### config.mk
export PLATFORM = sky130hd
export DESIGN_NAME = chatan_round
export DESIGN_NICKNAME = d
export VERILOG_FILES = /design/src/rtl/core/chatan_pkg.sv /design/src/rtl/core/chatan_round.sv
export SDC_FILE = /design/constraint.sdc
export NUM_CORES = 1
export LEC_CHECK = 0
export ABC_CLOCK_PERIOD_IN_PS = 2000
export BUFFER_PORTS_ARGS = -buffer_cell sky130_fd_sc_hd__buf_4
export CORE_ASPECT_RATIO = 1.4
export CORE_MARGIN = 3
export CORE_UTILIZATION = 42
export CTS_BUF_LIST = sky130_fd_sc_hd__clkbuf_8
export DETAILED_ROUTE_END_ITERATION = 16
export PLACE_DENSITY = 0.84
export RECOVER_POWER = 50
export SLEW_MARGIN = 30
export SYNTH_ARGS = -nofsm -noshare
export SYNTH_HDL_FRONTEND = slang
export SYNTH_SLANG_ARGS = --single-unit
### constraint.sdc
create_clock -name clk -period 2 [get_ports clk]
set_clock_uncertainty 0.2 [all_clocks]
set_input_delay 0.5 -clock clk [delete_from_list [all_inputs] [get_ports clk]]
set_output_delay 0.5 -clock clk [all_outputs]
set_load 0.02 [all_outputs]
### src/rtl/core/chatan_pkg.sv
// Shared widths, angle table and pipeline payload type for the compass heading block.
`default_nettype none

package chatan_pkg;

    // Fixed field widths.
    localparam int FIELD_W   = 16;
    localparam int HEADING_W = 15;

    // Vector components hold the readings scaled by 2^16, plus headroom for
    // the negation of the most negative reading and the CORDIC gain.
    localparam int VEC_SCALE = 16;
    localparam int VEC_W     = 35;

    // The angle accumulator counts 2^-20 degree.
    localparam int ACC_FRAC  = 20;
    localparam int ACC_W     = 31;
    localparam int TABLE_LEN = 24;

    // Defaults for the top level parameters.
    localparam int ITERATIONS_DEF          = 16;
    localparam int ANGLE_FRACTION_BITS_DEF = 6;

    localparam logic signed [ACC_W-1:0] HALF_TURN = ACC_W'(180 << ACC_FRAC);
    localparam logic signed [ACC_W-1:0] FULL_TURN = ACC_W'(360 << ACC_FRAC);

    // atan(2^-i) in degrees, in units of 2^-20 degree, rounded to nearest.
    localparam logic signed [ACC_W-1:0] ARC_TABLE [TABLE_LEN] = '{
        31'sd47185920, 31'sd27855475, 31'sd14718068, 31'sd7471121,
        31'sd3750058,  31'sd1876857,  31'sd938658,   31'sd469357,
        31'sd234682,   31'sd117342,   31'sd58671,    31'sd29335,
        31'sd14668,    31'sd7334,     31'sd3667,     31'sd1833,
        31'sd917,      31'sd458,      31'sd229,      31'sd115,
        31'sd57,       31'sd29,       31'sd14,       31'sd7
    };

    // Payload carried between pipeline stages.
    typedef struct packed {
        logic                    zero;
        logic signed [VEC_W-1:0] x;
        logic signed [VEC_W-1:0] y;
        logic signed [ACC_W-1:0] acc;
    } vec_t;

endpackage

`default_nettype wire

### src/rtl/core/chatan_round.sv
// Two output stages: wrap and round the angle, then fold a full turn to zero.
`default_nettype none

module chatan_round #(
    parameter int ANGLE_FRACTION_BITS = chatan_pkg::ANGLE_FRACTION_BITS_DEF
) (
    input  wire logic                               clk,
    input  wire logic                               rst_n,
    input  wire logic                               in_valid,
    output logic                                    in_ready,
    input  wire chatan_pkg::vec_t                   in_data,
    output logic                                    heading_valid,
    input  wire logic                               heading_ready,
    output logic [chatan_pkg::HEADING_W-1:0]        heading
);
    import chatan_pkg::*;

    localparam int DROP = ACC_FRAC - ANGLE_FRACTION_BITS;
    localparam int RW   = ACC_W - 1 - DROP;

    localparam logic signed [ACC_W-1:0] RND_BIAS      = ACC_W'(1 << (DROP - 1));
    localparam logic signed [ACC_W-1:0] WRAP_RND_BIAS = FULL_TURN + RND_BIAS;
    localparam logic [RW-1:0]           TURN_STEPS    = RW'(360 << ANGLE_FRACTION_BITS);

    logic                    rnd_valid_reg;
    logic [RW-1:0]           rnd_reg;
    logic [RW-1:0]           rnd_next;
    logic signed [ACC_W-1:0] biased;
    logic                    rnd_ready;

    logic                    out_valid_reg;
    logic [HEADING_W-1:0]    heading_reg;
    logic [HEADING_W-1:0]    heading_next;

    assign rnd_ready     = !out_valid_reg || heading_ready;
    assign in_ready      = !rnd_valid_reg || rnd_ready;
    assign heading_valid = out_valid_reg;
    assign heading       = heading_reg;

    // A negative angle gets a full turn added in the same sum as the rounding bias.
    always_comb
    begin
        biased   = in_data.acc + (in_data.acc[ACC_W-1] ? WRAP_RND_BIAS : RND_BIAS);
        rnd_next = in_data.zero ? '0 : biased[ACC_W-2:DROP];
    end

    always_comb
    begin
        if (rnd_reg >= TURN_STEPS)
        begin
            heading_next = HEADING_W'(rnd_reg - TURN_STEPS);
        end
        else
        begin
            heading_next = HEADING_W'(rnd_reg);
        end
    end

    always_ff @(posedge clk or negedge rst_n)
    begin
        if (!rst_n)
        begin
            rnd_valid_reg <= 1'b0;
            out_valid_reg <= 1'b0;
        end
        else
        begin
            if (in_ready)
            begin
                rnd_valid_reg <= in_valid;
            end
            if (rnd_ready)
            begin
                out_valid_reg <= rnd_valid_reg;
            end
        end
    end

    always_ff @(posedge clk)
    begin
        if (in_ready && in_valid)
        begin
            rnd_reg <= rnd_next;
        end
        if (rnd_ready && rnd_valid_reg)
        begin
            heading_reg <= heading_next;
        end
    end

endmodule

`default_nettype wire

* Word-level counts from Yosys, hierarchy flattened
Index checks and enable logic that the tools add are counted.
** Operators by class
- $add $sub $neg :: 2
- Order comparisons :: 1
- Muxes and demuxes :: 2
- Reductions and logical operators :: 6
** Operators with widths (number)
- $add A30 B30 Y30 :: 1
- $mux W29 :: 1
- $ge A16 B15 Y1 const B :: 1
- $mux W15 :: 1
- $sub A15 B15 Y15 const B :: 1
- $logic_and A1 B1 Y1 :: 2
- $logic_not A1 Y1 :: 2
- $logic_or A1 B1 Y1 :: 2
** Word-level totals
- Register bits after elaboration :: 33
- Bits of input ports :: 106
- Logic and storage cells :: 15

* Depth between registers and ports, before layout
- Word-level depth :: 4
- Depth in mapped cells :: 5
- Gate-level depth less buffers :: 5

* Least setup slack after synthesis
OpenSTA, ideal clock, no wires.
- Path kind :: in2reg
- Start :: in in_data[25] in the netlist's numbering
- End :: reg rnd_reg[14] (data pin)
- Library setup time :: 0.262 ns
- Data arrival time :: 1.646 ns
- Required time :: 1.538 ns
- Setup slack :: -0.109 ns
- Stages :: 5
- Cells stage by stage :: ha_1 -> a31oi_1 -> o21bai_1 -> a21oi_1 -> mux2_1
** On the way
- Cells in the longest elaborated chain, start to end :: 1
** RTL lines
- start: declaration :: RTL line chatan_round.sv:11 : input wire chatan_pkg::vec_t in_data,
- $add A30 B30 Y30 :: RTL line chatan_round.sv:43 : biased = in_data.acc + (in_data.acc[ACC_W-1] ? WRAP_RND_BIAS : RND_BIAS);
- end signal: assignment :: RTL line chatan_round.sv:83 : rnd_reg <= rnd_next;
- end: declaration :: RTL line chatan_round.sv:26 : logic [RW-1:0] rnd_reg;
Every way passes these cells.
A chain may end at the register's enable or synchronous reset.

* Final worst setup path
- Start :: in in_data[30] in the netlist's numbering
- End :: reg rnd_reg[14] (data pin)
** On the way
- Cells in the longest elaborated chain, start to end :: 2
** RTL lines (RTL line)
- $mux W29 :: chatan_round.sv:43
- $add A30 B30 Y30 :: chatan_round.sv:43
Every way passes these cells.

==> impl_metrics.py <==
metrics = {
    "outcome": {
        "status": "finished clean",
    },
    "final_layout": {
        "diodes": 0,
        "final_nets": 313,
        "largest_reg_flops": 16,
        "layout-drive-gt1-share": 0.2327,
        "fin_area_sq_um": 2185,
        "area_growth_pct": 29.62,
    },
    "logic_synthesis": {
        "synth_seq_cells": 33,
        "synth-seq-area-share": 0.5820,
        "synth-main-ff-cell": "edfxtp_1",
        "async_reset_ff_frac": 0.06061,
        "synth_area_leader_cell": "edfxtp_1",
        "synth_nets": 256,
        "yosys-top-cells-count": "31 x edfxtp_1, 15 x nor2_1, 8 x inv_1, 8 x o21ai_0, 8 x xnor2_1",
        "synth_area_sq_um": 1685,
        "yosysWarnings": 0,
        "synth_most_common_cell": "edfxtp_1",
        "synthTopCellsByArea": "edfxtp_1 55%, ha_1 4.5%, xnor2_1 4.2%, nor2_1 3.3%, dfrtp_1 3.0%",
        "avgSynthCellArea_sq_um": 11.70,
        "synth_edf_count": 31,
        "synthCells": 144,
        "ys_types": 42,
        "yosysTopAreaCellShare": 0.5523,
    },
    "worst_setup_path": {
        "path_class": "in -> reg",
        "cp-start-kind": "input port",
        "crit_arrival_ns": 1.69,
        "cp_max_fo": 5,
        "required_ns": 1.82,
        "critPathCaptureType": "flop",
    },
    "routing": {
        "wl_per_cell_microns": 12.23,
        "wirelength_microns": 2983,
        "first_pass_iters": 4,
        "ant_nets": 0,
        "drc_errors": 0,
        "vias": 1280,
        "via_per_inst": 5.246,
        "initialDrtViolationCount": 32,
    },
    "grt": {
        "grt_usage": 0.1307,
        "grt_pass1_wl_microns": 4809,
        "first_global_vias": 1186,
        "grt_max_degree": 21,
        "overflow": 0,
        "grt_antenna_before_repair": 0,
    },
    "place": {
        "hpwl_microns": 2303,
        "io_buffers": 39,
        "placed_area_sq_um": 2128,
        "place_congestion": 0.7776,
        "detailedPlace.worstSlack_ns": -0.2401,
    },
    "cts": {
        "cts_sinks": 33,
        "clk_pin_slew_worst_paths_ns": 0.06,
        "cts_root_buf": "clkbuf_8",
        "htree_levels": 2,
        "tritoncts": "yes",
        "cts.path.max_buffers": 2,
        "numCtsBuffers": 5,
        "clk_latency_ns": 0.28,
    },
    "sta": {
        "final.period_utilization": 0.9365,
        "hold_ws_ns": 0.2226,
        "period_minus_slack_ns": 1.873,
        "timing.slew.headroom": 0.3927,
        "setup_violations": 0,
        "setup_ws_ns": 0.1271,
        "tightestPinTransition_ns": 0.9105,
        "report.final.slew_viol_count": 0,
        "rsz0062_at_grt": "no",
        "max_freq_mhz": 533.9,
        "hold_violations": 0,
    },
    "die": {
        "die_h_microns": 80.95,
        "rows": 26,
        "die_w_microns": 59.54,
        "initial_core_util": 0.4505,
        "pin_count": 123,
        "coreArea_sq_um": 3741,
        "die-area_sq_um": 4819,
    },
    "power": {
        "p_sw_frac": 0.2472,
        "p_per_area_nw_per_um2": 749.6,
        "ir_worst_vdd_v": 0.0005623,
        "combinationalPowerShare": 0.182,
        "cellLeakagePower_nw": 0.8245,
        "p_clk_frac": 0.292,
        "intPower_w": 0.001233,
        "switching_power_w": 0.0004048,
        "seq_power_share": 0.526,
    },
    "hold_path": {
        "worstHoldPathType": "reg -> reg",
    },
    "run": {
        "cap_violations": 0,
    },
}
cells in the final DEF (no fill, tap or decap), types with 2 or more instances in the layout:
cell type and instances:
or3_1 2, nand2b_1 3, nor3_1 5, a21oi_1 7, nor2b_1 2, xor2_1 3, edfxtp_1 31, o21ai_0 8
nand4_1 2, ha_4 2, ha_1 4, xnor2_1 8, inv_1 10, o31ai_1 3, nand3_1 7, clkbuf_1 19
nand2_1 6, clkbuf_8 6, dfrtp_1 2, nor2_1 15, buf_4 32, nor4_2 2
stage by stage:
step	instances	utilization	setup TNS (ns)	power [W]
2_1_floorplan	144	-	0	0.001043
3_3_place_gp	235	0.5689	-0.8664	0.001178
3_5_place_dp	235	0.5689	-0.9150	0.001192
4_1_cts	244	0.5957	0	0.001670
5_1_grt	244	0.5839	0	0.001710
6_report	244	0.5839	0	0.001638
worst paths after layout:
kind | cells past startpoint | from | slack, ns | end
worst max-delay path | 6 | in_data[30] | 0.13 | rnd_reg[14]
worst min-delay path | 0 | rnd_reg[4] | 0.22 | heading[4]
worst min register to register | 0 | rnd_reg[4] | 0.22 | heading[4]
min in group asynchronous | 2 | rst_n | 0.33 | rnd_valid_reg
max in group asynchronous | 2 | rst_n | 1.15 | heading_valid
worst max register to register | 2 | heading_valid | 0.20 | heading[13]
cells by family (layout without fill, tap and decap cells):
family	after synthesis	in the layout	synth area share
multiplexers	2	2	0.01336
AO/OA/AOI/OAI	27	27	0.1002
adder cells (fa/ha/maj)	6	6	0.04454
flip-flops	33	33	0.5820
buffers and inverters	11	69	0.02523
XOR/XNOR	11	11	0.05717
AND/OR/NAND/NOR	54	54	0.1774
layout make-up:
cell class,instances,area [sq um]
fill,309,1556
sequential,33,980.9
multi-input combinational,100,701.9
timing repair buffer,53,329.1
clock buffer,6,82.58
tap,42,52.55
inverter,8,30.03
clock inverter,2,7.507
power by group through the flow:
| stage | clock network [W] | logic [W] | registers [W] |
|---|---|---|---|
| finish | 0.000478 | 0.000298 | 0.000861 |
| global route | 0.000513 | 0.000330 | 0.000867 |
| CTS | 0.000488 | 0.000319 | 0.000863 |
| detailed placement | 0 | 0.000316 | 0.000876 |
| global placement | 0 | 0.000306 | 0.000872 |
| floorplan | 0 | 0.000133 | 0.000910 |
routing by layer:
| layer | global-route usage | routed length, microns |
|---|---|---|
| met5 | 0 | 0 |
| met4 | 0.07982 | 77 |
| met3 | 0.01908 | 184 |
| met2 | 0.2505 | 1597 |
| met1 | 0.1254 | 1123 |
what timing repair did:
action / in CTS / in global routing
hold endpoints to repair: 2 / 0
setup endpoints to repair: 0 / 3
hold buffers: 1 / 0
buffers inserted: 0 / 0
gates resized for setup: 0 / 4
worst max-delay path: stages:
cell and delay (ns):
buf_4 0.14, ha_4 0.28, nand4_4 0.11, nor4_2 0.26
a21oi_1 0.08, mux2_1 0.32
Note: power is estimated with default switching activity, not from simulation.
