==> src/rtl/core/chatan_pkg.sv <==
// Shared widths, angle table and pipeline payload type for the compass heading block.
`default_nettype none

package chatan_pkg;

    // Fixed field widths.
    localparam int FIELD_W   = 16;
    localparam int HEADING_W = 15;

    // Vector components hold the readings scaled by 2^16, plus headroom for
    // the negation of the most negative reading and the CORDIC gain.
    localparam int VEC_SCALE = 16;
    localparam int VEC_W     = 35;

    // The angle accumulator counts 2^-20 degree.
    localparam int ACC_FRAC  = 20;
    localparam int ACC_W     = 31;
    localparam int TABLE_LEN = 24;

    // Defaults for the top level parameters.
    localparam int ITERATIONS_DEF          = 16;
    localparam int ANGLE_FRACTION_BITS_DEF = 6;

    localparam logic signed [ACC_W-1:0] HALF_TURN = ACC_W'(180 << ACC_FRAC);
    localparam logic signed [ACC_W-1:0] FULL_TURN = ACC_W'(360 << ACC_FRAC);

    // atan(2^-i) in degrees, in units of 2^-20 degree, rounded to nearest.
    localparam logic signed [ACC_W-1:0] ARC_TABLE [TABLE_LEN] = '{
        31'sd47185920, 31'sd27855475, 31'sd14718068, 31'sd7471121,
        31'sd3750058,  31'sd1876857,  31'sd938658,   31'sd469357,
        31'sd234682,   31'sd117342,   31'sd58671,    31'sd29335,
        31'sd14668,    31'sd7334,     31'sd3667,     31'sd1833,
        31'sd917,      31'sd458,      31'sd229,      31'sd115,
        31'sd57,       31'sd29,       31'sd14,       31'sd7
    };

    // Payload carried between pipeline stages.
    typedef struct packed {
        logic                    zero;
        logic signed [VEC_W-1:0] x;
        logic signed [VEC_W-1:0] y;
        logic signed [ACC_W-1:0] acc;
    } vec_t;

endpackage

`default_nettype wire

==> src/rtl/core/chatan_prep.sv <==
// Entry stage: scales the readings, folds the left half plane and seeds the angle.
`default_nettype none

module chatan_prep (
    input  wire logic                                clk,
    input  wire logic                                rst_n,
    input  wire logic                                field_valid,
    output logic                                     field_ready,
    input  wire logic signed [chatan_pkg::FIELD_W-1:0] field_x,
    input  wire logic signed [chatan_pkg::FIELD_W-1:0] field_y,
    output logic                                     out_valid,
    input  wire logic                                out_ready,
    output chatan_pkg::vec_t                         out_data
);
    import chatan_pkg::*;

    localparam int EXT_W = VEC_W - FIELD_W - VEC_SCALE;

    logic                    valid_reg;
    vec_t                    data_reg;
    vec_t                    data_next;
    logic signed [VEC_W-1:0] x_scaled;
    logic signed [VEC_W-1:0] y_scaled;
    logic                    left_half;

    assign field_ready = !valid_reg || out_ready;
    assign out_valid   = valid_reg;
    assign out_data    = data_reg;

    always_comb
    begin
        x_scaled  = {{EXT_W{field_x[FIELD_W-1]}}, field_x, {VEC_SCALE{1'b0}}};
        y_scaled  = {{EXT_W{field_y[FIELD_W-1]}}, field_y, {VEC_SCALE{1'b0}}};
        left_half = field_x[FIELD_W-1];

        data_next.zero = (field_x == '0) && (field_y == '0);
        if (left_half)
        begin
            data_next.x   = -x_scaled;
            data_next.y   = -y_scaled;
            data_next.acc = HALF_TURN;
        end
        else
        begin
            data_next.x   = x_scaled;
            data_next.y   = y_scaled;
            data_next.acc = '0;
        end
    end

    always_ff @(posedge clk or negedge rst_n)
    begin
        if (!rst_n)
        begin
            valid_reg <= 1'b0;
        end
        else if (field_ready)
        begin
            valid_reg <= field_valid;
        end
    end

    always_ff @(posedge clk)
    begin
        if (field_ready && field_valid)
        begin
            data_reg <= data_next;
        end
    end

endmodule

`default_nettype wire

==> config.mk <==
export PLATFORM = sky130hd
export DESIGN_NAME = chatan_prep
export DESIGN_NICKNAME = d
export VERILOG_FILES = /design/src/rtl/core/chatan_pkg.sv /design/src/rtl/core/chatan_prep.sv
export SDC_FILE = /design/constraint.sdc
export NUM_CORES = 1
export LEC_CHECK = 0
export BUFFER_PORTS_ARGS = -buffer_cell sky130_fd_sc_hd__buf_2
export CAP_MARGIN = 10
export CORE_MARGIN = 2
export CORE_UTILIZATION = 29
export CTS_BUF_LIST = sky130_fd_sc_hd__clkbuf_8
export DETAILED_ROUTE_END_ITERATION = 6
export GPL_TIMING_DRIVEN = 0
export PLACE_DENSITY = 0.63
export SLEW_MARGIN = 20
export SYNTH_ARGS = -nofsm -noshare
export SYNTH_HDL_FRONTEND = slang
export SYNTH_SLANG_ARGS = --single-unit
==> constraint.sdc <==
create_clock -name clk -period 2.2 [get_ports clk]
set_input_delay 0.22 -clock clk [delete_from_list [all_inputs] [get_ports clk]]
set_output_delay 0.22 -clock clk [all_outputs]
set_load 0.1 [all_outputs]
* Yosys cells after proc, flatten, opt, wreduce, memory -nomap -nowiden *
Index checks and enable logic that the tools add are counted.

storage, ports and cells
  bits in registers = 103
  bits of input ports = 36
  word-level logic and storage cells = 16

operators by class
  $add $sub $neg = 2
  mux-type cells = 1
  reduce and logical (&&, ||, !) cells = 6

operators by type and width
  operator                           number
  97-bit 2-to-1 mux                  1
  32-bit negator with 35-bit output  2
  16-bit zero test                   2
  1-bit logical AND                  2
  1-bit zero test                    1
  1-bit logical OR                   1

* Depth between registers and ports, before layout *
Gate-level depths: netlist of the first run.

  word-level depth = 3
  depth in mapped cells = 5
  mapped depth without buffers = 5

* Worst setup path before layout of the first run *
No wires, ideal clock.

  path type = reg2reg
  start point = reg valid_reg, in the netlist out_valid
  end point = reg data_reg, in the netlist out_data[100], enable pin
  setup time = 0.401 ns
  arrival time = 2.753 ns
  data required time = 1.799 ns
  setup slack = -0.954 ns
  stages on the path, launching flop included = 3
  period minus slack after synthesis = 3.154 ns
  path through = dfrtp_1 -> nand2b_1 -> and2_1

between the ends
  cells in the longest elaborated chain, start to end = 3

RTL lines
  element                 RTL line           text
  from (decl)             chatan_prep.sv:19  logic valid_reg;
  from (signal assigned)  chatan_prep.sv:59  valid_reg <= field_valid;
  1-bit zero test         chatan_prep.sv:26  assign field_ready = !valid_reg || out_ready;
  1-bit logical OR        chatan_prep.sv:26
  named net field_ready   chatan_prep.sv:8   output logic field_ready,
  1-bit logical AND       chatan_prep.sv:65  if (field_ready && field_valid)
  to (signal assigned)    chatan_prep.sv:67  data_reg <= data_next;
  to (decl)               chatan_prep.sv:20  vec_t data_reg;

The timed path passes the listed nets, and every way through them passes these cells.
A chain may end at the register's enable or synchronous reset.

==> reports/metrics.csv, run 1 <==
metric,value,unit
p_sw,1.23,mW
drv_cap,0,
synthCells,202,
fmax,536,MHz
rows,32,
synth-compound-area-share,0.0679,
synth_top_family_by_area,buffers and inverters,
wirelength,4660,µm
synth.yosys.seq_area_share,0.520,
grt_pass1_vias,1582,
htreeDepth,2,
layout_min_cycle_time,1860,ps
stdcell_count,454,
drv_slew,0,
synth-adder-area-share,0.0106,
power.leakage,1.49,nW
path_max_fanout,4,
avgSynthCellArea,11.7,µm²
wl_per_cell,10.3,µm
synthMuxAreaShare,0,
cts_buffers,5,
post_route_cells_drive_above_1_share,0.440,
power_density,796,nW/µm²
dieArea,8870,µm²
diodes,0,
synth-xor-area-share,0.100,
hold_viol,0,
path_clk_slew,80,ps
die_h,94.2,µm
sequentialPowerShare,0.368,
critPathLaunchType,input pin,
postRouteAntennaNets,0,
p_int,1.33,mW
crit_path_end_kind,flop,
fin_tns_setup,0,ps
vias,1746,
antenna_found_initial,0,
gr-usage-all-layers,0.102,
cts_tree,done,
clock_power_share,0.180,
synth-edff-count,40,
crit_arrival,1980,ps
maxSlewHeadroom,0.387,
worstSetupPathType,input pin to flop,
initial_core_util,0.302,
final-setup-viol-count,0,
port_buffers,80,
skew,6.44,ps
layout.nets,389,
clk_latency,290,ps
cts_resized,0,
drc,0,
dr.pass1.iters,4,
io_pins,140,
holdWs,130,ps
worstMarginPinSlew,919,ps
share_comb_of_total_power,0.451,
viasPerCell,3.85,
synthArstFlopShare,0.0244,
clock_sinks,41,
min_period_over_period,0.848,
switching_share,0.480,
rsz0062_at_grt,no,
min_path_cells,1,
synth_flop_cell,edfxtp_1,
place_inst,445,
peakVddDrop,0.252,mV
grt-ovfl-total,0,
grt_start_max_net_pins,41,
syn_to_final_growth,36.3,%
power,2.56,mW
synthSimpleGateAreaFrac,0.0908,
place_congestion,0.712,
final_core_util,0.411,
yosys_warnings,0,
ys_types,23,
outcome,completed,
first_iter_violations,85,
yosys_register_bits,41,
syn_area,2360,µm²
die_width,94.2,µm
cts_buffer_depth,2,
dp_hpwl,3740,µm
reg2reg_depth,2,
core_region_area,7810,µm²
holdCritPathClass,input pin to flop,
grt_first_pass_wirelength,7070,µm
clockRootBuffer,clkbuf_8,
cp.required,2310,ps
-- registers in the layout (all words and copies together), names as in the netlist --
signal,count
out_valid,1
out_data,40
-- layer usage --
layer  up-vias  part of all wire  GRT usage
met1       756              0.40      0.114
met3         4              0.11     0.0281
met5         -                 0          0
met4         0             0.014     0.0362
met2       104              0.48      0.186
li1        882                 -          -
-- cell type report --
class	count	area [µm²]
Buffer	65	477
Clock buffer	5	68.8
Clock inverter	3	13.8
Fill cell	756	4600
Inverter	4	15.0
Multi-Input combinational cell	153	872
Sequential cell	41	1230
Tap cell	102	128
Timing Repair Buffer	81	410
-- critical path, cell delays in order --
cell    delay [ps]
buf_2          120
or4_4          560
or4_4          440
or4_1          490
nor4_2         140
-- power by group through the flow --
stage	registers (mW)	clock network, mW	logic, mW
2_1_floorplan	1.33	0	0.652
3_5_place_dp	0.960	0	1.15
3_3_place_gp	0.959	0	1.15
5_1_grt	0.947	0.506	1.19
4_1_cts	0.943	0.472	1.15
6_report	0.942	0.461	1.15
-- kinds of logic after synthesis --
logic type / Yosys count
compound gates: 25
xor+xnor: 27
fa+ha+maj: 2
buf+inv: 69
flops: 41
other cells: 1
simple gates: 37
-- path summary, 6_finish.rpt --
kind | start | end | slack, ps
min | field_y[0] | out_data[47]$_DFFE_PP_ | 130
max reg2reg | out_valid$_DFFE_PN0N_ | out_data[57]$_DFFE_PP_ | 550
max in group asynchronous | rst_n | out_valid$_DFFE_PN0N_ | 1880
min reg2reg | out_valid$_DFFE_PN0N_ | out_valid$_DFFE_PN0N_ | 540
min in group asynchronous | rst_n | out_valid$_DFFE_PN0N_ | 230
max | field_y[10] | out_data[101]$_DFFE_PP_ | 340
-- cells in the final DEF (no fill, tap or decap), types with 3 or more instances in the layout --
cell type  count
o21ai_0       13
clkbuf_1       3
nand2_1       10
inv_1          5
o31ai_1        8
edfxtp_1      40
nor2_1         4
conb_1        62
clkbuf_8       5
o41ai_1        4
nand3_1        3
nand2b_1       7
nor4_1         3
buf_4         62
xnor2_1       27
buf_2         80
-- per-stage QoR --
stage	setup slack [ps]	area [µm²]
CTS	334	3210
floorplan	28.0	2590
global placement	69.2	3120
detailed placement	33.9	3120
global route	299	3210
finish	335	3210
-- synthesized netlist by cell type, types with 2 or more instances --
| cell type | instances | area [µm²] |
|---|---|---|
| nand2_1 | 10 | 37.5 |
| or4_1 | 2 | 15.0 |
| inv_1 | 4 | 15.0 |
| clkbuf_1 | 3 | 11.3 |
| ha_1 | 2 | 25.0 |
| buf_4 | 62 | 465 |
| o31ai_1 | 8 | 60.1 |
| nand2b_1 | 8 | 50.1 |
| nor4_1 | 3 | 18.8 |
| or4_4 | 2 | 22.5 |
| nor2_1 | 4 | 15.0 |
| nand3_1 | 3 | 15.0 |
| o21ai_0 | 13 | 65.1 |
| xnor2_1 | 27 | 236 |
| o41ai_1 | 4 | 35.0 |
| edfxtp_1 | 40 | 1200 |
-- repair_timing --
action / 4_1_cts / 5_1_grt
setup endpoints to repair: 0 / 0
setup buffers: 0 / 0
hold buffers: 1 / 0
hold endpoints to repair: 1 / 0
(Power assumes the default switching activity.)
==> run 2, diff against run 1 <==
Settings changed: ABC_AREA set to 1, PLACE_DENSITY 0.63 to 0.64.
Clock period 2.2 ns to 1.7 ns, I/O delays scaled along.
==> run 2 against run 1 <==
Effect of this change: critical path depth down 3; total power up 38%; first-iteration DRC count up 1.2%; clock power up 69%; critical path type is now flop to flop; largest cell class unchanged.
==> reports/metrics.csv, run 2 <==
metric,value,unit
critPathLaunchType,flop,
clock_sinks,41,
dpl_cell_area,3430,µm²
synthMuxAreaShare,0,
drv_cap,0,
clk_latency,290,ps
wl_per_cell,9.93,µm
vias,2145,
fillers,873,
grt_first_pass_wirelength,8430,µm
place_congestion,0.823,
final_core_util,0.407,
power,3.53,mW
cp.required,1700,ps
power.leakage,1.87,nW
yosys_register_bits,41,
synth_most_common_cell,nand2_1,
post-synth-top-area-fraction,0.458,
htreeDepth,2,
yosysTopAreaCell,edfxtp_1,
layout_min_cycle_time,1590,ps
place_inst,544,
wirelength,5490,µm
post_cts_buffers,0,
cts_tree,done,
synth-compound-area-share,0.0205,
dieArea,9810,µm²
core_region_area,8720,µm²
antenna_found_initial,0,
diodes,0,
drv_slew,0,
syn_to_final_growth,35.5,%
holdWs,80.5,ps
dp_slack,100,ps
synth.yosys.seq_area_share,0.468,
holdCritPathClass,input pin to flop,
synth_flop_cell,edfxtp_1,
port_buffers,80,
fmax,628,MHz
dr.pass1.iters,4,
grt-ovfl-total,0,
rows,34,
fin_area,3550,µm²
outcome,completed,
min_period_over_period,0.937,
die_width,99.1,µm
peakVddDrop,0.328,mV
io_pins,140,
rsz0062_at_grt,no,
yosys_warnings,0,
min_path_cells,1,
hold_viol,0,
largest_register_ffs,40,
path_max_fanout,25,
cts_buffer_depth,2,
layout.nets,482,
final-setup-viol-count,0,
crit_path_end_kind,flop,
synth_area_leaders,"edfxtp_1, buf_4, nand2_1",
hold_buffers,1,
clockRootBuffer,clkbuf_8,
drc,0,
grt_start_max_net_pins,26,
grt_pass1_vias,1994,
avgSynthCellArea,8.91,µm²
post_route_cells_drive_above_1_share,0.380,
stdcell_count,553,
power_density,995,nW/µm²
setup_ws,107,ps
maxSlewHeadroom,0.585,
synth_top_family_by_area,buffers and inverters,
gr-usage-all-layers,0.106,
initial_core_util,0.300,
syn_area,2620,µm²
die_h,99.1,µm
ys_types,26,
fin_tns_setup,0,ps
postRouteAntennaNets,0,
synthSimpleGateAreaFrac,0.211,
synth-edff-count,40,
synth-xor-area-share,0.0535,
cts_buffers,5,
synthArstFlopShare,0.0244,
first_iter_violations,86,
synthCells,294,
worstSetupPathType,flop to flop,
skew,9.06,ps
final_cell_mix,"buf_2, nand2_1, buf_4",
reg2reg_depth,2,
viasPerCell,3.88,
path_clk_slew,90,ps
yosys-top-cells-count,"nand2_1, buf_4, edfxtp_1",
cts_resized,0,
dp_hpwl,4440,µm
synth-adder-area-share,0.00955,
layout_commonest_cell,buf_2,
worstMarginPinSlew,621,ps
crit_arrival,1590,ps
[run 2: cell families after synthesis]
| family | count (synthesis) |
|---|---|
| and+or+nand+nor | 125 |
| buffers and inverters | 99 |
| DFF | 41 |
| xor gates and xnor gates | 16 |
| AOI/OAI and AO/OA | 10 |
| adders and majority gates | 2 |
| other | 1 |
[run 2: worst paths after layout]
| check | slack (ps) | startpoint | endpoint |
|---|---|---|---|
| min | 80 | field_x[15] | out_data[25]$_DFFE_PP_ |
| min in group asynchronous | 170 | rst_n | out_valid$_DFFE_PN0N_ |
| min reg2reg | 580 | out_valid$_DFFE_PN0N_ | out_valid$_DFFE_PN0N_ |
| max in group asynchronous | 1440 | rst_n | out_valid$_DFFE_PN0N_ |
| max reg2reg | 110 | out_valid$_DFFE_PN0N_ | out_data[84]$_DFFE_PP_ |
| max | 110 | out_valid$_DFFE_PN0N_ | out_data[84]$_DFFE_PP_ |
[run 2: layer usage]
metal / routed length (µm) / GRT usage / share of wire
met1: 2420 / 0.131 / 0.44
met2: 2460 / 0.180 / 0.45
met3: 530 / 0.0241 / 0.097
met4: 78 / 0.0379 / 0.014
met5: 0 / 0 / 0
[run 2: area by class of cell]
class                   count  area [µm²]  area share
plain buffers              66         494       0.139
clock inverters             3        41.3      0.0116
multi-input cells         215        1020       0.287
clock buffers               5        68.8      0.0194
flip-flops and latches     41        1230       0.346
inverters                  33         124      0.0349
repair buffers             82         438       0.123
well taps                 108         135      0.0381
[run 2: worst max-delay path, stage by stage (launching register included)]
cell and delay [ps]:
dfrtp_4 510, a21oi_4 520, buf_16 250
[run 2: where the power goes]
part | total, mW | switching, mW | internal, mW
registers | 1.22 | 0.0178 | 1.20
logic | 1.53 | 1.29 | 0.249
clock network | 0.781 | 0.349 | 0.433
==> run 3, diff against run 2 <==
Settings changed: RECOVER_POWER set to 50.
==> run 3 against run 2 <==
Effect of this change: wire length fell by 0.44%; flip-flop and latch count did not move; via count rose by 0.61%; critical path type unchanged.
==> reports/metrics.csv, run 3 (synthesis gave the netlist of run 2 again) <==
metric,value,unit
outcome,completed,
fin_area,3510,µm²
dpl_cell_area,3430,µm²
rows,34,
cp.required,1700,ps
rsz0062_at_grt,no,
grt_pass1_vias,1994,
diodes,0,
worstSetupPathType,flop to flop,
drv_cap,0,
cts_resized,0,
grt-ovfl-total,0,
htreeDepth,2,
final_core_util,0.402,
dieArea,9810,µm²
cts_tree,done,
worstMarginPinSlew,619,ps
antenna_found_initial,0,
power_density,1000,nW/µm²
slowest_delay,520,ps
first_iter_violations,85,
initial_core_util,0.300,
die_width,99.1,µm
path_cells,"a21oi_4, buf_16",
fin_tns_setup,0,ps
crit_path_top_delay_cell,a21oi_4,
crit_path_end_kind,flop,
final_cell_mix,"nand2_1, buf_4, conb_1",
layout_commonest_cell,nand2_1,
clock_sinks,41,
clk_latency,290,ps
place_congestion,0.823,
drv_slew,0,
skew,8.99,ps
peakVddDrop,0.329,mV
clockRootBuffer,clkbuf_8,
post_route_cells_drive_above_1_share,0.351,
fillers,886,
largest_register_ffs,40,
critPathLaunchType,flop,
path_max_fanout,25,
regArea,1230,µm²
multi_input_area,995,µm²
postRouteAntennaNets,0,
drc,0,
vias,2158,
io_pins,140,
hold_viol,0,
fmax,631,MHz
crit_arrival,1580,ps
syn_to_final_growth,33.9,%
grt_first_pass_wirelength,8430,µm
min_period_over_period,0.932,
holdCritPathClass,input pin to flop,
core_region_area,8720,µm²
dr.pass1.iters,4,
gr-usage-all-layers,0.106,
layout.nets,482,
dp_hpwl,4440,µm
cts_buffers,5,
port_buffers,80,
path_clk_slew,90,ps
layout_min_cycle_time,1580,ps
viasPerCell,3.90,
post_cts_buffers,0,
cts_buffer_depth,2,
grt_start_max_net_pins,26,
maxSlewHeadroom,0.586,
power.leakage,1.85,nW
die_h,99.1,µm
final-setup-viol-count,0,
wirelength,5470,µm
wl_per_cell,9.89,µm
## run 3: cell count changes in the layout (fill, tap and decap cells not counted), moves of 2 or more
cell	change
buf_2	-28
clkbuf_2	+23
nand2_2	-3
nand2_1	+3
o21ai_0	+2
clkbuf_1	+7
## run 3: per-stage QoR
step / instances / hold WS [ps] / power, mW / setup slack (ps)
2_1_floorplan: 355 / -126 / 2.60 / -87.7
3_3_place_gp: 543 / -54.3 / 2.75 / -171
3_5_place_dp: 544 / -50.9 / 2.77 / 100
4_1_cts: 553 / 69.3 / 3.55 / 88.5
5_1_grt: 553 / 108 / 3.63 / 69.3
6_report: 553 / 108 / 3.52 / 116
## run 3: per-layer routing
layer  routed length [µm]  vias to the layer above  GRT usage  part of all wire
met5                    0                        -          0                 0
met4                   80                        0     0.0379             0.015
met3                  578                        6     0.0241              0.11
met2                 2450                      120      0.180              0.45
met1                 2360                      930      0.131              0.43
li1                     -                     1102          -                 -
## run 3: layout make-up
cell class / count / area share
repair buffers: 82 / 0.124
inverters: 33 / 0.0353
clock inverters: 3 / 0.0118
flip-flops and latches: 41 / 0.351
clock buffers: 5 / 0.0196
well taps: 108 / 0.0385
multi-input cells: 215 / 0.284
plain buffers: 66 / 0.137
## run 3: worst paths after layout
path                                       startpoint                      to  slack [ps]  depth (start not counted)
worst max-delay path            out_valid$_DFFE_PN0N_  out_data[84]$_DFFE_PP_         120                          2
worst min-delay path                      field_valid   out_valid$_DFFE_PN0N_         110                          3
worst max register to register  out_valid$_DFFE_PN0N_  out_data[84]$_DFFE_PP_         120                          2
worst min register to register  out_valid$_DFFE_PN0N_   out_valid$_DFFE_PN0N_         590                          2
max in group asynchronous                       rst_n   out_valid$_DFFE_PN0N_        1440                          2
min in group asynchronous                       rst_n   out_valid$_DFFE_PN0N_         170                          2
## run 3: power by group
group	leakage, nW	switching (mW)	internal, mW
clock	0.0518	0.350	0.433
combinational	1.41	1.28	0.241
sequential	0.394	0.0188	1.20
total	1.85	1.65	1.87
## run 3: timing repair
action | 4_1_cts | 5_1_grt
endpoints found under the hold margin | 1 | 0
hold buffers | 1 | 0
setup endpoints to repair | 0 | 0
## run 3: worst max-delay path, delay by kind of cell, from the launching register on
family,cells,cell delay [ps]
compound gates,1,520
flops,1,500
buf+inv,1,250
