===== src/rtl/core/chatan_pkg.sv =====
// Shared widths, angle table and pipeline payload type for the compass heading block.
`default_nettype none

package chatan_pkg;

    // Fixed field widths.
    localparam int FIELD_W   = 16;
    localparam int HEADING_W = 15;

    // Vector components hold the readings scaled by 2^16, plus headroom for
    // the negation of the most negative reading and the CORDIC gain.
    localparam int VEC_SCALE = 16;
    localparam int VEC_W     = 35;

    // The angle accumulator counts 2^-20 degree.
    localparam int ACC_FRAC  = 20;
    localparam int ACC_W     = 31;
    localparam int TABLE_LEN = 24;

    // Defaults for the top level parameters.
    localparam int ITERATIONS_DEF          = 16;
    localparam int ANGLE_FRACTION_BITS_DEF = 6;

    localparam logic signed [ACC_W-1:0] HALF_TURN = ACC_W'(180 << ACC_FRAC);
    localparam logic signed [ACC_W-1:0] FULL_TURN = ACC_W'(360 << ACC_FRAC);

    // atan(2^-i) in degrees, in units of 2^-20 degree, rounded to nearest.
    localparam logic signed [ACC_W-1:0] ARC_TABLE [TABLE_LEN] = '{
        31'sd47185920, 31'sd27855475, 31'sd14718068, 31'sd7471121,
        31'sd3750058,  31'sd1876857,  31'sd938658,   31'sd469357,
        31'sd234682,   31'sd117342,   31'sd58671,    31'sd29335,
        31'sd14668,    31'sd7334,     31'sd3667,     31'sd1833,
        31'sd917,      31'sd458,      31'sd229,      31'sd115,
        31'sd57,       31'sd29,       31'sd14,       31'sd7
    };

    // Payload carried between pipeline stages.
    typedef struct packed {
        logic                    zero;
        logic signed [VEC_W-1:0] x;
        logic signed [VEC_W-1:0] y;
        logic signed [ACC_W-1:0] acc;
    } vec_t;

endpackage

`default_nettype wire


===== src/rtl/core/chatan_rot_stage.sv =====
// One CORDIC vectoring micro-rotation with its own pipeline register.
`default_nettype none

module chatan_rot_stage #(
    parameter int STAGE = 0
) (
    input  wire logic              clk,
    input  wire logic              rst_n,
    input  wire logic              in_valid,
    output logic                   in_ready,
    input  wire chatan_pkg::vec_t  in_data,
    output logic                   out_valid,
    input  wire logic              out_ready,
    output chatan_pkg::vec_t       out_data
);
    import chatan_pkg::*;

    logic                    valid_reg;
    vec_t                    data_reg;
    vec_t                    data_next;
    logic signed [VEC_W-1:0] x_shift;
    logic signed [VEC_W-1:0] y_shift;

    assign in_ready  = !valid_reg || out_ready;
    assign out_valid = valid_reg;
    assign out_data  = data_reg;

    always_comb
    begin
        x_shift        = in_data.x >>> STAGE;
        y_shift        = in_data.y >>> STAGE;
        data_next.zero = in_data.zero;
        // A non-negative y turns the vector clockwise and adds the table angle.
        if (!in_data.y[VEC_W-1])
        begin
            data_next.x   = in_data.x + y_shift;
            data_next.y   = in_data.y - x_shift;
            data_next.acc = in_data.acc + ARC_TABLE[STAGE];
        end
        else
        begin
            data_next.x   = in_data.x - y_shift;
            data_next.y   = in_data.y + x_shift;
            data_next.acc = in_data.acc - ARC_TABLE[STAGE];
        end
    end

    always_ff @(posedge clk or negedge rst_n)
    begin
        if (!rst_n)
        begin
            valid_reg <= 1'b0;
        end
        else if (in_ready)
        begin
            valid_reg <= in_valid;
        end
    end

    always_ff @(posedge clk)
    begin
        if (in_ready && in_valid)
        begin
            data_reg <= data_next;
        end
    end

endmodule

`default_nettype wire


===== config.mk =====
export PLATFORM = sky130hd
export DESIGN_NAME = chatan_rot_stage
export DESIGN_NICKNAME = d
export VERILOG_FILES = /design/src/rtl/core/chatan_pkg.sv /design/src/rtl/core/chatan_rot_stage.sv
export SDC_FILE = /design/constraint.sdc
export NUM_CORES = 1
export LEC_CHECK = 0
export ABC_AREA = 0
export CAP_MARGIN = 20
export CORE_ASPECT_RATIO = 1.4
export CORE_MARGIN = 8
export CORE_UTILIZATION = 25
export DETAILED_ROUTE_END_ITERATION = 10
export DONT_BUFFER_PORTS = 1
export REMOVE_ABC_BUFFERS = 1
export SKIP_LAST_GASP = 1
export SYNTH_ARGS = -nofsm -noshare
export SYNTH_HDL_FRONTEND = slang
export SYNTH_SLANG_ARGS = --single-unit

===== constraint.sdc =====
create_clock -name clk -period 6.2 [get_ports clk]
set_input_delay 0.31 -clock clk [delete_from_list [all_inputs] [get_ports clk]]
set_output_delay 0.31 -clock clk [all_outputs]
set_load 0.05 [all_outputs]

## After elaboration in Yosys (flattened, before gate mapping)

Index checks and enable logic that the tools add are counted.

- Add/subtract/negate cells: 5
- Muxes and demuxes: 1
- Reductions and logical operators: 3

Operators with widths:

| kind | count |
|---|---|
| $mux 101 | 1 |
| $sub 35x35->35 | 2 |
| $add 35x35->35 | 1 |
| $add 31x27->31 const B | 1 |
| $sub 31x27->31 const B | 1 |
| $logic_and 1x1->1 | 1 |
| $logic_not 1->1 | 1 |
| $logic_or 1x1->1 | 1 |

- Output and inout bits: 104
- Flip-flop bits (word level): 103
- Input port bits: 106

## Longest topological paths before layout

Gate-level depths: netlist of run 1.

- Depth after elaboration: 3
- Gate-level depth with buffers: 14

## Least setup slack after synthesis of run 1

OpenSTA, ideal clock, no wires.

- Path type: reg-to-reg
- Start: register valid_reg (netlist: out_valid)
- End: register data_reg, in the netlist out_data[0] (enable)
- Path slack: 2,253 ps
- Data arrival time: 3,477 ps
- Stages on the path, launching flop included: 3
- Clock period less this slack: 3,947 ps
- Data required time: 5,729 ps
- Cells stage by stage: dfrtp_1 nand2b_1 and2_1

- Cells in the longest elaborated chain, start to end: 3

Ends and longest elaborated chain:

| what | line | source |
|---|---|---|
| start: declaration | chatan_rot_stage.sv:18 | `logic valid_reg;` |
| start signal: assignment | chatan_rot_stage.sv:56 | `valid_reg <= in_valid;` |
| $logic_not 1->1 | chatan_rot_stage.sv:24 | `assign in_ready = !valid_reg \|\| out_ready;` |
| $logic_or 1x1->1 | chatan_rot_stage.sv:24 |  |
| named net in_ready | chatan_rot_stage.sv:10 | `output logic in_ready,` |
| $logic_and 1x1->1 | chatan_rot_stage.sv:62 | `if (in_ready && in_valid)` |
| end signal: assignment | chatan_rot_stage.sv:64 | `data_reg <= data_next;` |
| end: declaration | chatan_rot_stage.sv:19 | `vec_t data_reg;` |

The timed path passes the listed nets, and every way through them passes these cells.
A chain may end at the register's enable or synchronous reset.

==> results by stage, run 1 <==
Run status:
- The flow ran to the end, and the final reports show no timing, DRC or antenna violations.

CTS:
- The TritonCTS clock tree is built.
- After clock tree synthesis, the clock-pin slew on the worst setup and hold paths is 0.08 ns.
- The root cell of the clock tree is sky130_fd_sc_hd__clkbuf_16.
- In this run, CTS created clock tree buffers numbering 9.
- For this design, the sink count on the clock tree is 102.
- In this run the number of H-tree levels came out at 3.
- The post-cts sizing count is 0.
- The clock passes through at most 2 buffers.
- The later-pin clock latency in the skew report is between 0.3 and 0.4 ns.

Placement:
- In this run the tool buffered the top-level ports with 0 buffer cells.
- The cell total after placement is 1525.
- Summed over all nets, the half-perimeter wirelength after detailed placement is 27400 microns.
- The congestion estimate from routability-driven global placement came to 0.944.
- The placement-stage cell area is roughly 10000 sq um.

Detailed routing:
- In this run, the number of DRC markers left after iteration 0 of detailed routing was 486.
- For this run, design rule violations remaining after detail routing come to 0.
- Dividing the detail-routed via count by the number of cells gives 5.23.
- The total iterations of the first detailed-routing run is 5.
- Across all layers, the routed design uses 8122 vias.
- After detailed routing, the total wire length is 34100 microns.
- The count of nets left with antenna violations once routing finished came out at 0.
- The wire length per cell after detailed routing is 22.0 microns.

Synthesis:
- For this run, the number of Yosys warnings is 0.
- By area the synthesized netlist is led by sky130_fd_sc_hd__edfxtp_1 32%, sky130_fd_sc_hd__ha_1 15%, sky130_fd_sc_hd__a21oi_1 7.5%.
- In this run, distinct cell masters in the synthesized netlist total 75.
- The portion of synthesized cell area occupied by the leading cell type is 0.316.
- The number of storage elements in the synthesis netlist is 102.
- The average instance area after synthesis is approximately 8.8 sq um.
- Yosys instantiated no cell more often than sky130_fd_sc_hd__a21oi_1.
- Yosys mapped a number of flops with a built-in enable equal to 101.
- The commonest cells after synthesis are 144 x sky130_fd_sc_hd__a21oi_1, 113 x sky130_fd_sc_hd__ha_1, 104 x sky130_fd_sc_hd__inv_1.
- The fraction of registers with async set/reset is 0.00980.
- The cell count after synthesis is 1093.
- The primary flip-flop cell chosen by synthesis mapping is sky130_fd_sc_hd__edfxtp_1.
- The cell area after synthesis is around 9600 sq um.
- The fraction of the yosys area taken by sequential cells is 0.319.
- The library cell with the largest summed area after synthesis is sky130_fd_sc_hd__edfxtp_1.

STA:
- The worst slew margin relative to its limit is 0.371.
- Clock skew on the completed layout was measured at 0.0163 ns.
- The number of pins with negative max-slew slack in the final report is 0.
- The setup-violating endpoint count in the final report is 0.
- Setup repair after global routing left no endpoint under its margin.
- Derived from the worst setup path, the maximum achievable clock frequency is 0.320 GHz.
- The ratio of final minimum period to clock period is 0.505.
- The actual transition at the worst max-transition pin is 0.946 ns.
- The final number of hold-violating endpoints is 0.
- The setup TNS is 0 ns.
- The shortest period the worst path allows is 3.13 ns.

Cells and area:
- At the end of the flow, the number of nets in the layout was between 1000 and 1500.
- Of the cells placed in the final design, the portion with a size suffix greater than 1 is 0.0419.
- After routing the design area is 10400 sq um.
- The number of antenna diodes in the final layout is 0.
- The layout overhead on the synthesized area is 8.67%.
- The filler cells instantiated in the layout total 4007.
- Excluding fillers, the count of instances in the completed layout stands at 1553.

Worst setup path:
- The startpoint identified for the worst register-to-register timing path is out_valid.
- The kind of start point of the critical path is a primary input.
- Among all stages on the critical path, the largest delay is contributed by sky130_fd_sc_hd__a21boi_0.
- STA puts the critical path data arrival time at approximately 3.2 ns.
- The critical path goes through inv_1 > ha_1 > a21oi_1 > o211ai_1 > a21boi_0 > nand3b_1 > o221ai_1 > nor2_1 > nor4_1 > a21oi_1 > xor2_1.
- Along the worst path, the maximum fanout reaches 15.
- The cell type with the highest occurrence count on the critical path is sky130_fd_sc_hd__a21oi_1.
- The beginning of the critical path is in_data[47].
- Data on the critical path is required at its endpoint by 6.31 ns.
- The worst setup path is captured at a flip-flop.
- The largest single stage delay on the critical path is ~0.71 ns.
- The worst setup path is of the in2reg kind.

Global route:
- The number of antenna violations at the first check in global routing is 0.
- The total overflow left after global routing is 0.
- The first-pass GRT wire length is just under 50000 microns.
- The global-route usage over all layers is 0.145.
- Entering global routing, the biggest net connects 97 pins.
- The number of global-route vias before repair was 8170.

Die:
- The die width is 182 microns.
- The vertical extent of the die is 248 microns.
- The die covers 45000 sq um.
- The I/O pin total is 210.
- The area of the core is 38200 sq um.
- For this configuration, the core starts out at a cell density of 0.251.
- Row generation in the floorplan step produced 85 rows.

Power and ir drop:
- Summing internal, switching and leakage power gives 2520 uW.
- The maximum vdd ir drop is 163 uV.
- In this run the power density over the cells is ~240 nW/um^2.
- For this design the static power due to leakage is roughly 0.0041 uW.

Worst hold path:
- The type of the most critical hold path is in2reg.
- The origin of the worst min-delay path is in_data[17].

Run:
- The tool flagged a number of max-cap violations equal to 0.
==> area by class of cell <==
cell class,count,area [sq um],share of cell area
Multi-Input combinational cell,834,5900,0.566
Sequential cell,102,3060,0.293
Tap cell,478,598,0.0574
Inverter,109,409,0.0392
Clock buffer,9,225,0.0216
Timing Repair Buffer,14,135,0.0130
Clock inverter,7,100,0.00960
==> state kept, by name, summed over array words and instances, names as in the netlist <==
register   flops
out_data     101
out_valid      1
==> final timing paths <==
check	to	slack (ns)	cells past startpoint
worst max-delay path	out_data[62]	3.07	11
worst min-delay path	out_data[17]	0.03	0
worst max register to register	out_data[42]	3.25	3
worst min register to register	out_valid	1.24	2
max in group asynchronous	out_valid	5.97	1
min in group asynchronous	out_valid	0.13	1
==> power breakdown <==
group / switching, uW / internal [uW]
registers: 278 / 872
clock network: 314 / 327
logic: 464 / 260
==> critical path, delay by kind of cell <==
kind            cells  cell delay (ns)
compound gates      5             1.75
fa+ha+maj           1             0.50
buf+inv             1             0.02
simple gates        3             0.52
xor+xnor            1             0.15
==> layer usage <==
layer,routed length [microns],vias up,GRT usage
met5,0,-,0
met4,1480,0,0.0776
met3,2610,64,0.0470
met2,18300,284,0.271
met1,11800,3898,0.139
li1,-,3876,-
==> through the flow <==
| stage | hold slack, ns | setup slack, ns | util |
|---|---|---|---|
| 3_3_place_gp | 0.0144 | 2.82 | 0.261 |
| 2_1_floorplan | 0.0144 | 2.25 | - |
| 3_5_place_dp | 0.0145 | 2.75 | 0.261 |
| 4_1_cts | 0.00136 | 3.17 | 0.273 |
| 5_1_grt | 0.0119 | 2.95 | 0.273 |
| 6_report | 0.0273 | 3.07 | 0.273 |
==> cells in the final DEF (no fill, tap or decap), types with 16 or more instances in the layout <==
| cell type | instances |
|---|---|
| sky130_fd_sc_hd__nor2_1 | 91 |
| sky130_fd_sc_hd__edfxtp_1 | 101 |
| sky130_fd_sc_hd__nand2b_1 | 17 |
| sky130_fd_sc_hd__xor2_1 | 19 |
| sky130_fd_sc_hd__nor2b_1 | 16 |
| sky130_fd_sc_hd__nand4_1 | 16 |
| sky130_fd_sc_hd__o21ai_0 | 77 |
| sky130_fd_sc_hd__a21oi_1 | 144 |
| sky130_fd_sc_hd__a21o_1 | 18 |
| sky130_fd_sc_hd__xnor2_1 | 55 |
| sky130_fd_sc_hd__nand2_1 | 54 |
| sky130_fd_sc_hd__inv_1 | 104 |
| sky130_fd_sc_hd__mux2i_1 | 17 |
| sky130_fd_sc_hd__ha_1 | 113 |
| sky130_fd_sc_hd__nor3_1 | 19 |
| sky130_fd_sc_hd__o21bai_1 | 24 |
==> logic make-up (layout without fill, tap and decap cells) <==
logic type,count (synthesis),count (layout),synth area share
mux,18,18,0.0189
simple gates,255,255,0.128
compound gates,370,370,0.245
buf+inv,157,139,0.0665
xor+xnor,74,74,0.0676
fa+ha+maj,117,117,0.156
flops,102,102,0.319
==> what timing repair did <==
action,CTS,global route
setup buffers,0,0
endpoints found under the hold margin,12,0
hold buffers,12,0
Note: power is estimated with default switching activity, not from simulation.
==> run 2, diff against run 1 <==
--- a/config.mk
+++ b/config.mk
@@ -5,7 +5,7 @@
 export SDC_FILE = /design/constraint.sdc
 export NUM_CORES = 1
 export LEC_CHECK = 0
-export ABC_AREA = 0
+export ABC_AREA = 1
 export CAP_MARGIN = 20
 export CORE_ASPECT_RATIO = 1.4
 export CORE_MARGIN = 8
==> constraint.sdc (replaced) <==
create_clock -name clk -period 2.64 [get_ports clk]
set_input_delay 0.132 -clock clk [delete_from_list [all_inputs] [get_ports clk]]
set_output_delay 0.132 -clock clk [all_outputs]
set_load 0.05 [all_outputs]
==> run 2 against run 1 <==
Global-route usage up 2.2 points. Synthesized cell count increased by 50%. Sequential cell count did not move. Clock-buffer cell count stayed put. Register-to-register slack got worse by 2.4 ns. Utilization rose by 0.37 points. First-iteration DRC count up 54%. Sequential share of layout area fell by 4.6 points. Design area grew 19%. Sequential power up 130%. Combinational power rose to 2.9 times the previous value. Largest cell class unchanged. Largest power group unchanged.
==> results by stage, run 2 <==
Run status:
- The flow ran to the end, and the final reports show no timing, DRC or antenna violations.

Cells and area:
- The layout overhead on the synthesized area is 10.1%.
- The count of placed standard cells in the final layout, fillers left out is 2216.
- For this run, the post-layout net count is ~1900.
- The fraction of layout instances using a drive strength above 1 is 0.0726.
- Measured on the finished design, the core utilization comes to 0.277.
- Leaving out fill and tap cells, the most frequent cells in the layout are 413 x sky130_fd_sc_hd__nand2_1, 235 x sky130_fd_sc_hd__inv_1, 151 x sky130_fd_sc_hd__nand3_1, 136 x sky130_fd_sc_hd__nor2_1, 127 x sky130_fd_sc_hd__a21oi_1.
- The number of flip-flops in the largest register is 101.
- The library cell used most frequently in the layout, excluding fill and tap cells, is sky130_fd_sc_hd__nand2_1.
- 0 antenna diodes ended up in the layout.

STA:
- The number of pins with negative max-slew slack in the final report is 0.
- After layout, the minimum clock period comes to 2.05 ns.
- Setup violations remaining at the end of the flow were counted as 0.
- The final number of hold-violating endpoints is 0.
- In the final timing run, aggregate negative setup slack is 0 ns.
- The clock arrives with 0.0142 ns of skew.
- Setup repair after global routing left no endpoint under its margin.
- Based on the critical path, the design can be clocked at up to 0.488 GHz.
- Dividing the final minimum period by the clock period gives 0.776.
- At the pin with the least slew margin, the transition time is about 0.89 ns.
- The worst slew margin relative to its limit is 0.411.

CTS:
- The count of clock tree sinks is 102.
- After clock tree synthesis, the clock-pin slew on the worst setup and hold paths is 0.09 ns.
- The maximum clock insertion buffer count is 2.
- The clock tree synthesis step divided the H-tree into 3 levels.
- The number of buffers added for setup after CTS is 0.
- The root cell of the clock tree is sky130_fd_sc_hd__clkbuf_16.
- The number of buffers added by the clock tree synthesis step is 9.
- The TritonCTS clock tree is built.
- The later-pin clock latency in the skew report is 0.38 ns.

Synthesis:
- Sorting the synthesized cells by area gives the leading types as sky130_fd_sc_hd__edfxtp_1 27%, sky130_fd_sc_hd__nand2_1 14%, sky130_fd_sc_hd__ha_1 13%.
- The mapped netlist covers 11200 sq um.
- The portion of synthesized cell area occupied by the leading cell type is 0.270.
- The average instance area after synthesis is ~6.9 sq um.
- For this run, the leading register cell type out of synthesis is sky130_fd_sc_hd__edfxtp_1.
- The number of enable flip-flop cells after synthesis is 101.
- The area fraction in compound gates after synthesis is 0.142.
- The number of warnings printed during yosys synthesis is 0.
- The multiplexer area fraction after synthesis is 0.
- The library cell with the largest summed area after synthesis is sky130_fd_sc_hd__edfxtp_1.
- The post-synthesis cell type count is 46.
- The most common cell in the synthesized netlist is sky130_fd_sc_hd__nand2_1.
- Of the total synthesized cell area, the portion taken by full adders, half adders and majority gates is 0.133.
- Of the total synthesized cell area, the portion taken by XOR and XNOR cells is 0.0265.
- After synthesis, the share of flip-flops with an asynchronous set or reset is 0.00980.
- The combinational family with the most area after synthesis is simple AND/OR/NAND/NOR gates.
- In the synthesized netlist, the number of instances is 1637.
- Sorting the synthesized cells by how often they occur yields 413 x sky130_fd_sc_hd__nand2_1, 235 x sky130_fd_sc_hd__inv_1, 151 x sky130_fd_sc_hd__nand3_1.
- The number of storage elements in the synthesis netlist is 102.
- Of the synthesized area, sequential elements account for 0.272.
- Of the total synthesized cell area, the portion taken by AND, OR, NAND and NOR gates is 0.313.

Die:
- The area of the core is 44700 sq um.
- For this configuration, the core starts out at a cell density of 0.251.
- The site row count is 92.
- The I/O pin total is 210.
- The die width is 195 microns.
- The die covers 52000 sq um.
- The die is 267 microns tall.

Power and ir drop:
- The maximum vdd ir drop is ~300 uV.
- Of the total power, combinational logic draws 0.337.
- The net switching power is 2750 uW.
- The clock share of power is 0.244.
- The power density normalized to cell area is 499 nW/um^2.
- The switching share of power is 0.446.
- The design internal power is 3420 uW.
- The reported leakage power is 0.00569 uW.
- The share of total power dissipated in sequential elements is 0.419.

Worst setup path:
- The arrival time reported for the critical path endpoint is between 2 and 2.5 ns.
- The delay of the slowest critical-path stage is 0.60 ns.
- The number of buffers and inverters on the critical path is 1.
- The category of the worst setup path capture point is a flip-flop.
- The most critical setup path has its startpoint at in_data[35].
- The cell type with the highest occurrence count on the critical path is sky130_fd_sc_hd__nand2_1.
- In this design, the largest share of critical-path delay is due to compound AO/OA/AOI/OAI gates.
- The critical path crosses 10 cells after its start point.
- The most critical setup path has its endpoint at out_data[85].
- The peak fanout along the critical path is 12.
- The kind of start point of the critical path is a primary input.
- The worst register-to-register path ends at out_data[71].
- The endpoint required time on the critical path is 2.81 ns.
- The register-to-register setup slack is 0.81 ns.
- The signal on the critical path passes through inv_1 > ha_1 > a21oi_1 > o21ai_0 > nand2_1 > nand3b_1 > a21oi_1 > nand2_1 > nand2_1 > o21ai_1.
- In this run the critical register-to-register path is launched from out_valid.
- The path depth of the worst reg2reg path is 2.
- The critical setup path kind is in2reg.
- The slowest stage of the critical path belongs to the cell sky130_fd_sc_hd__ha_1.

Detailed routing:
- The detailed-route DRC error count is 0.
- The number of design-rule violations left by the first detailed-router iteration is 749.
- The routed design has 45100 microns of wire.
- The first detailed-routing pass ran for 7 iterations.
- Once detail routing completed, the nets flagged for antenna violations numbered 0.
- The via count normalized by instance count is 4.88.
- The number of vias after detailed routing is 10821.
- The wire length per cell after detailed routing is 20.4 microns.

Placement:
- The cell total after placement is 2172.
- The count of buffers added on input and output ports is 0.
- The congestion estimate from routability-driven global placement came to 0.921.
- Once detailed placement completed, the half-perimeter wirelength came to 37300 microns.

Global route:
- The first global-routing pass estimated 65500 microns of wire.
- Entering global routing, the biggest net connects 72 pins.
- The global-route usage over all layers is 0.167.
- The number of global-route vias before repair is 10594.
- The number of antenna violations at the first check in global routing came to 0.
- For this run the aggregate overflow at the end of global routing stands at 0.

Worst hold path:
- The path class of the tightest hold or removal check is in2reg.
- Counting instances, the worst hold path has a depth of 2.

Run:
- The max-cap violation count is 0.
[run 2: worst min-delay path by stage]
stage                            from           end
after floorplan                 rst_n     out_valid
after global placement          rst_n     out_valid
after detailed placement        rst_n     out_valid
after CTS                 in_data[65]  out_data[49]
after global routing      in_data[65]  out_data[57]
final                     in_data[65]  out_data[49]
[run 2: cell families after synthesis]
logic type	Yosys count
adder cells (fa/ha/maj)	117
AND/OR/NAND/NOR	800
AO/OA/AOI/OAI	290
XOR/XNOR	34
flip-flops	102
buffers and inverters	294
[run 2: area by class of cell]
type                            instances  area [sq um]
Clock buffer                            9           225
Clock inverter                          7          91.3
Fill cell                            4907         32300
Inverter                              247           927
Multi-Input combinational cell       1241          6920
Sequential cell                       102          3060
Tap cell                              564           706
Timing Repair Buffer                   46           438
[run 2: metal layers]
layer	vias up	track usage	part of all wire
met2	343	0.311	0.52
li1	5359	-	-
met1	5075	0.170	0.36
met3	44	0.0637	0.096
met5	-	0	0
met4	0	0.0550	0.025
[run 2: power groups by stage]
| stage | combinational [uW] | clock [uW] | sequential, uW |
|---|---|---|---|
| after floorplan | 1410 | 0 | 2590 |
| after global placement | 2000 | 0 | 2640 |
| after detailed placement | 2010 | 0 | 2640 |
| after CTS | 2070 | 1570 | 2610 |
| after global routing | 2310 | 1590 | 2600 |
| final | 2080 | 1510 | 2590 |
[run 2: metrics by stage]
| stage | hold WS [ns] | instance area (sq um) | setup WS (ns) | power [uW] |
|---|---|---|---|---|
| 6_report | 0.0184 | 12400 | 0.592 | 6170 |
| 4_1_cts | 0.000448 | 12400 | 0.641 | 6250 |
| 3_3_place_gp | -0.164 | 11800 | 0.263 | 4640 |
| 2_1_floorplan | -0.164 | 10900 | -3.50 | 4000 |
| 5_1_grt | 0.00990 | 12400 | 0.475 | 6500 |
| 3_5_place_dp | -0.164 | 11800 | 0.230 | 4660 |
[run 2: repair_timing]
action / 4_1_cts / 5_1_grt
hold endpoints to repair: 43 / 0
resized for setup: 0 / 0
hold buffers: 28 / 0
==> run 3, diff against run 2 <==
==> constraint.sdc (replaced) <==
create_clock -name clk -period 2 [get_ports clk]
set_input_delay 0.1 -clock clk [delete_from_list [all_inputs] [get_ports clk]]
set_output_delay 0.1 -clock clk [all_outputs]
set_load 0.05 [all_outputs]
==> run 3 against run 2 <==
Power grew 41%. Highest routed layer unchanged. Largest power group unchanged. Combinational power is 59% higher. Clock power grew 34%. Non-clock buffer count increased by 189. Die area is the same. Sequential cell count did not move. Utilization grew 3.3 points. Routed wire length is 1.2% higher. Register-to-register slack lost 0.32 ns. Clock skew decreased by 0.0038 ns. Setup slack worse by 0.45 ns. Cell count grew 8.5%.
==> results by stage, run 3 (same netlist as run 2, synthesis figures left out) <==
CTS:
- The tree is rooted in a sky130_fd_sc_hd__clkbuf_16.
- The later pin in the worst-skew pair is clocked with a latency of 0.39 ns.
- The count of clock tree sinks is around 100.
- The clock-pin transition on the worst setup and hold timing paths is around 0.08 ns.
- After clock tree synthesis, the setup repair step added 0 buffers.
- TritonCTS built the clock tree.
- The clock passes through at most 2 buffers.
- The number of H-tree levels is 3.
- The number of buffers added by the clock tree synthesis step is 9.

Cells and area:
- The fraction of layout instances using a drive strength above 1 is 0.166.
- The share of the core filled with cells in the final layout is 0.309.
- The finished layout holds 2405 standard cells, fillers aside.
- For this run, the post-layout net count is about 2100.
- In the layout the commonest cells are 413 x sky130_fd_sc_hd__nand2_1, 235 x sky130_fd_sc_hd__inv_1, 202 x sky130_fd_sc_hd__buf_4, 151 x sky130_fd_sc_hd__nand3_1, 136 x sky130_fd_sc_hd__nor2_1.
- The area growth from synthesis to layout is 23.1%.
- The antenna diode count is 0.
- Once layout is done, the placed cells without fillers occupy 13800 sq um.
- The number of flip-flops in the largest register is 101.
- Leaving out fill and tap cells, the most frequent cell in the layout is sky130_fd_sc_hd__nand2_1.
- The number of fillers in the final layout is between 4000 and 5000.

Placement:
- Once detailed placement completed, the half-perimeter wirelength came to 38100 microns.
- After detailed placement, the design holds a cell count of 2358.
- The placement-stage cell area is 13200 sq um.
- The routability-driven placement congestion ratio is 0.942.
- Input and output buffers added on the ports amount to 0.
- OpenSTA, run right after detailed placement, puts the worst setup slack at -0.247 ns.

Power and ir drop:
- Of the total power, registers draw 0.389.
- Dividing total power by cell area gives a power density of 631 nW/um^2.
- For this design the static power due to leakage is ~0.0066 uW.
- The design internal power is 5060 uW.
- The maximum vdd ir drop is 352 uV.
- The fraction of power consumed by combinational cells is 0.379.
- Summed over all nets, the switching power comes to 3670 uW.
- Of the total power, the share spent switching nets is 0.420.
- The clock share of power is 0.232.

Worst setup path:
- The critical path starts at in_data[44].
- The capture point of the critical path is out_data[84].
- The worst register-to-register path begins at out_valid.
- The arrival time reported for the critical path endpoint is just under 2 ns.
- STA classifies the critical path endpoint as a flip-flop.
- The critical setup path kind is in2reg.
- The worst register-to-register path has a depth of 2.
- The worst register-to-register path ends at out_data[79].
- In this run the register-to-register setup slack is 0.49 ns.
- Of all nets on the critical path, the largest fanout is 8.
- The kind of start point of the critical path is a primary input.
- Data on the critical path is required at its endpoint by 2.06 ns.

Run:
- The max-cap violation count is 0.

Global route:
- The first-pass GRT wire length is 67500 microns.
- The number of global-route vias before repair is 11524.
- The pin count of the biggest net entering global routing is about 70.
- The global-route usage over all layers is 0.171.
- The total overflow left after global routing is 0.
- The number of antenna violations at the first check in global routing is 0.

Die:
- The initial core utilization is 0.251.
- After floorplanning, the core was sized to cover 44700 sq um.
- The floorplan die area is 52000 sq um.
- The die width is 195 microns.
- The I/O pin total is 210.
- The floorplan has 92 rows.
- The die is 267 microns tall.

STA:
- The highest clock frequency the design can meet is 0.537 GHz.
- Of the available clock period, the critical path in the final layout requires 0.931.
- Setup repair after global routing left no endpoint under its margin.
- The number of pins with negative max-slew slack in the final report came to 0.
- The setup clock skew after layout is 0.0104 ns.
- The least setup slack across all paths after layout is between 0.1 and 0.15 ns.
- The worst pin sits at a relative slew slack of 0.389.
- The final number of hold-violating endpoints is 0.
- Subtracting the final worst setup slack from the clock period gives 1.86 ns.
- Setup violations remaining at the end of the flow were counted as 0.
- For the pin with the worst max-slew slack, the measured transition is between 0.9 and 1 ns.

Detailed routing:
- The count of nets left with antenna violations once routing finished came out at 0.
- The via count normalized by instance count is around 4.8.
- The detailed-route DRC error count is 0.
- The total iterations of the first detailed-routing run is 5.
- For this block, the routed nets add up to 45600 microns of wire.
- The routed layout has 11507 vias.
- The number of design-rule violations left by the first detailed-router iteration is 751.
- The wire length per cell after detailed routing is 19.0 microns.

Worst hold path:
- The type of the most critical hold path is in2reg.

Run status:
- The run finished with clean final reports.
## run 3: how the worst min path moves through the flow
stage / depth (start not counted) / slack (ns) / start / end
after global placement: 0 / -0.20 / rst_n / out_valid
after floorplan: 0 / -0.20 / rst_n / out_valid
after global routing: 2 / 0.007 / in_data[65] / out_data[97]
after detailed placement: 0 / -0.20 / rst_n / out_valid
after CTS: 2 / 0.008 / in_data[65] / out_data[89]
final: 1 / 0.02 / in_data[65] / out_data[49]
## run 3: worst max-delay path, cell delays in order
cell	delay, ns
sky130_fd_sc_hd__inv_1	0.02
sky130_fd_sc_hd__ha_1	0.49
sky130_fd_sc_hd__inv_1	0.19
sky130_fd_sc_hd__a21oi_1	0.19
sky130_fd_sc_hd__buf_4	0.15
sky130_fd_sc_hd__a21oi_1	0.06
sky130_fd_sc_hd__nor2_1	0.12
sky130_fd_sc_hd__nand3_2	0.18
sky130_fd_sc_hd__xor2_1	0.20
sky130_fd_sc_hd__nand2_1	0.07
sky130_fd_sc_hd__o21ai_0	0.16
## run 3: timing repair
item,in CTS,in global routing
hold buffers,31,0
resized for setup,0,1
endpoints found under the setup margin,0,1
endpoints found under the hold margin,61,0
## run 3: area by class of cell
class,instances,area (sq um),share of cell area
multi-input combinational,1241,6920,0.501
sequential,102,3060,0.221
timing repair buffer,235,1880,0.136
inverter,247,927,0.0671
tap,564,706,0.0511
clock buffer,10,229,0.0166
clock inverter,6,103,0.00742
## run 3: per-stage QoR
| step | TNS [ns] | hold slack (ns) | power (uW) |
|---|---|---|---|
| detailed placement | -6.12 | -0.196 | 6660 |
| finish | 0 | 0.0151 | 8720 |
| global placement | -5.58 | -0.196 | 6640 |
| floorplan | -418.60 | -0.196 | 5280 |
| global route | 0 | 0.00687 | 9230 |
| CTS | 0 | 0.00844 | 8830 |
## run 3: routing by layer
layer	global-route usage	routed length (microns)	vias up
li1	-	-	5727
met4	0.0821	1970	0
met5	0	0	-
met2	0.311	23100	328
met1	0.177	17100	5376
met3	0.0492	3390	76
## run 3: power by group through the flow
stage | clock network, uW | registers [uW] | logic (uW)
2_1_floorplan | 0 | 3420 | 1860
3_3_place_gp | 0 | 3460 | 3180
3_5_place_dp | 0 | 3460 | 3200
4_1_cts | 2120 | 3410 | 3300
5_1_grt | 2160 | 3410 | 3650
6_report | 2030 | 3390 | 3300
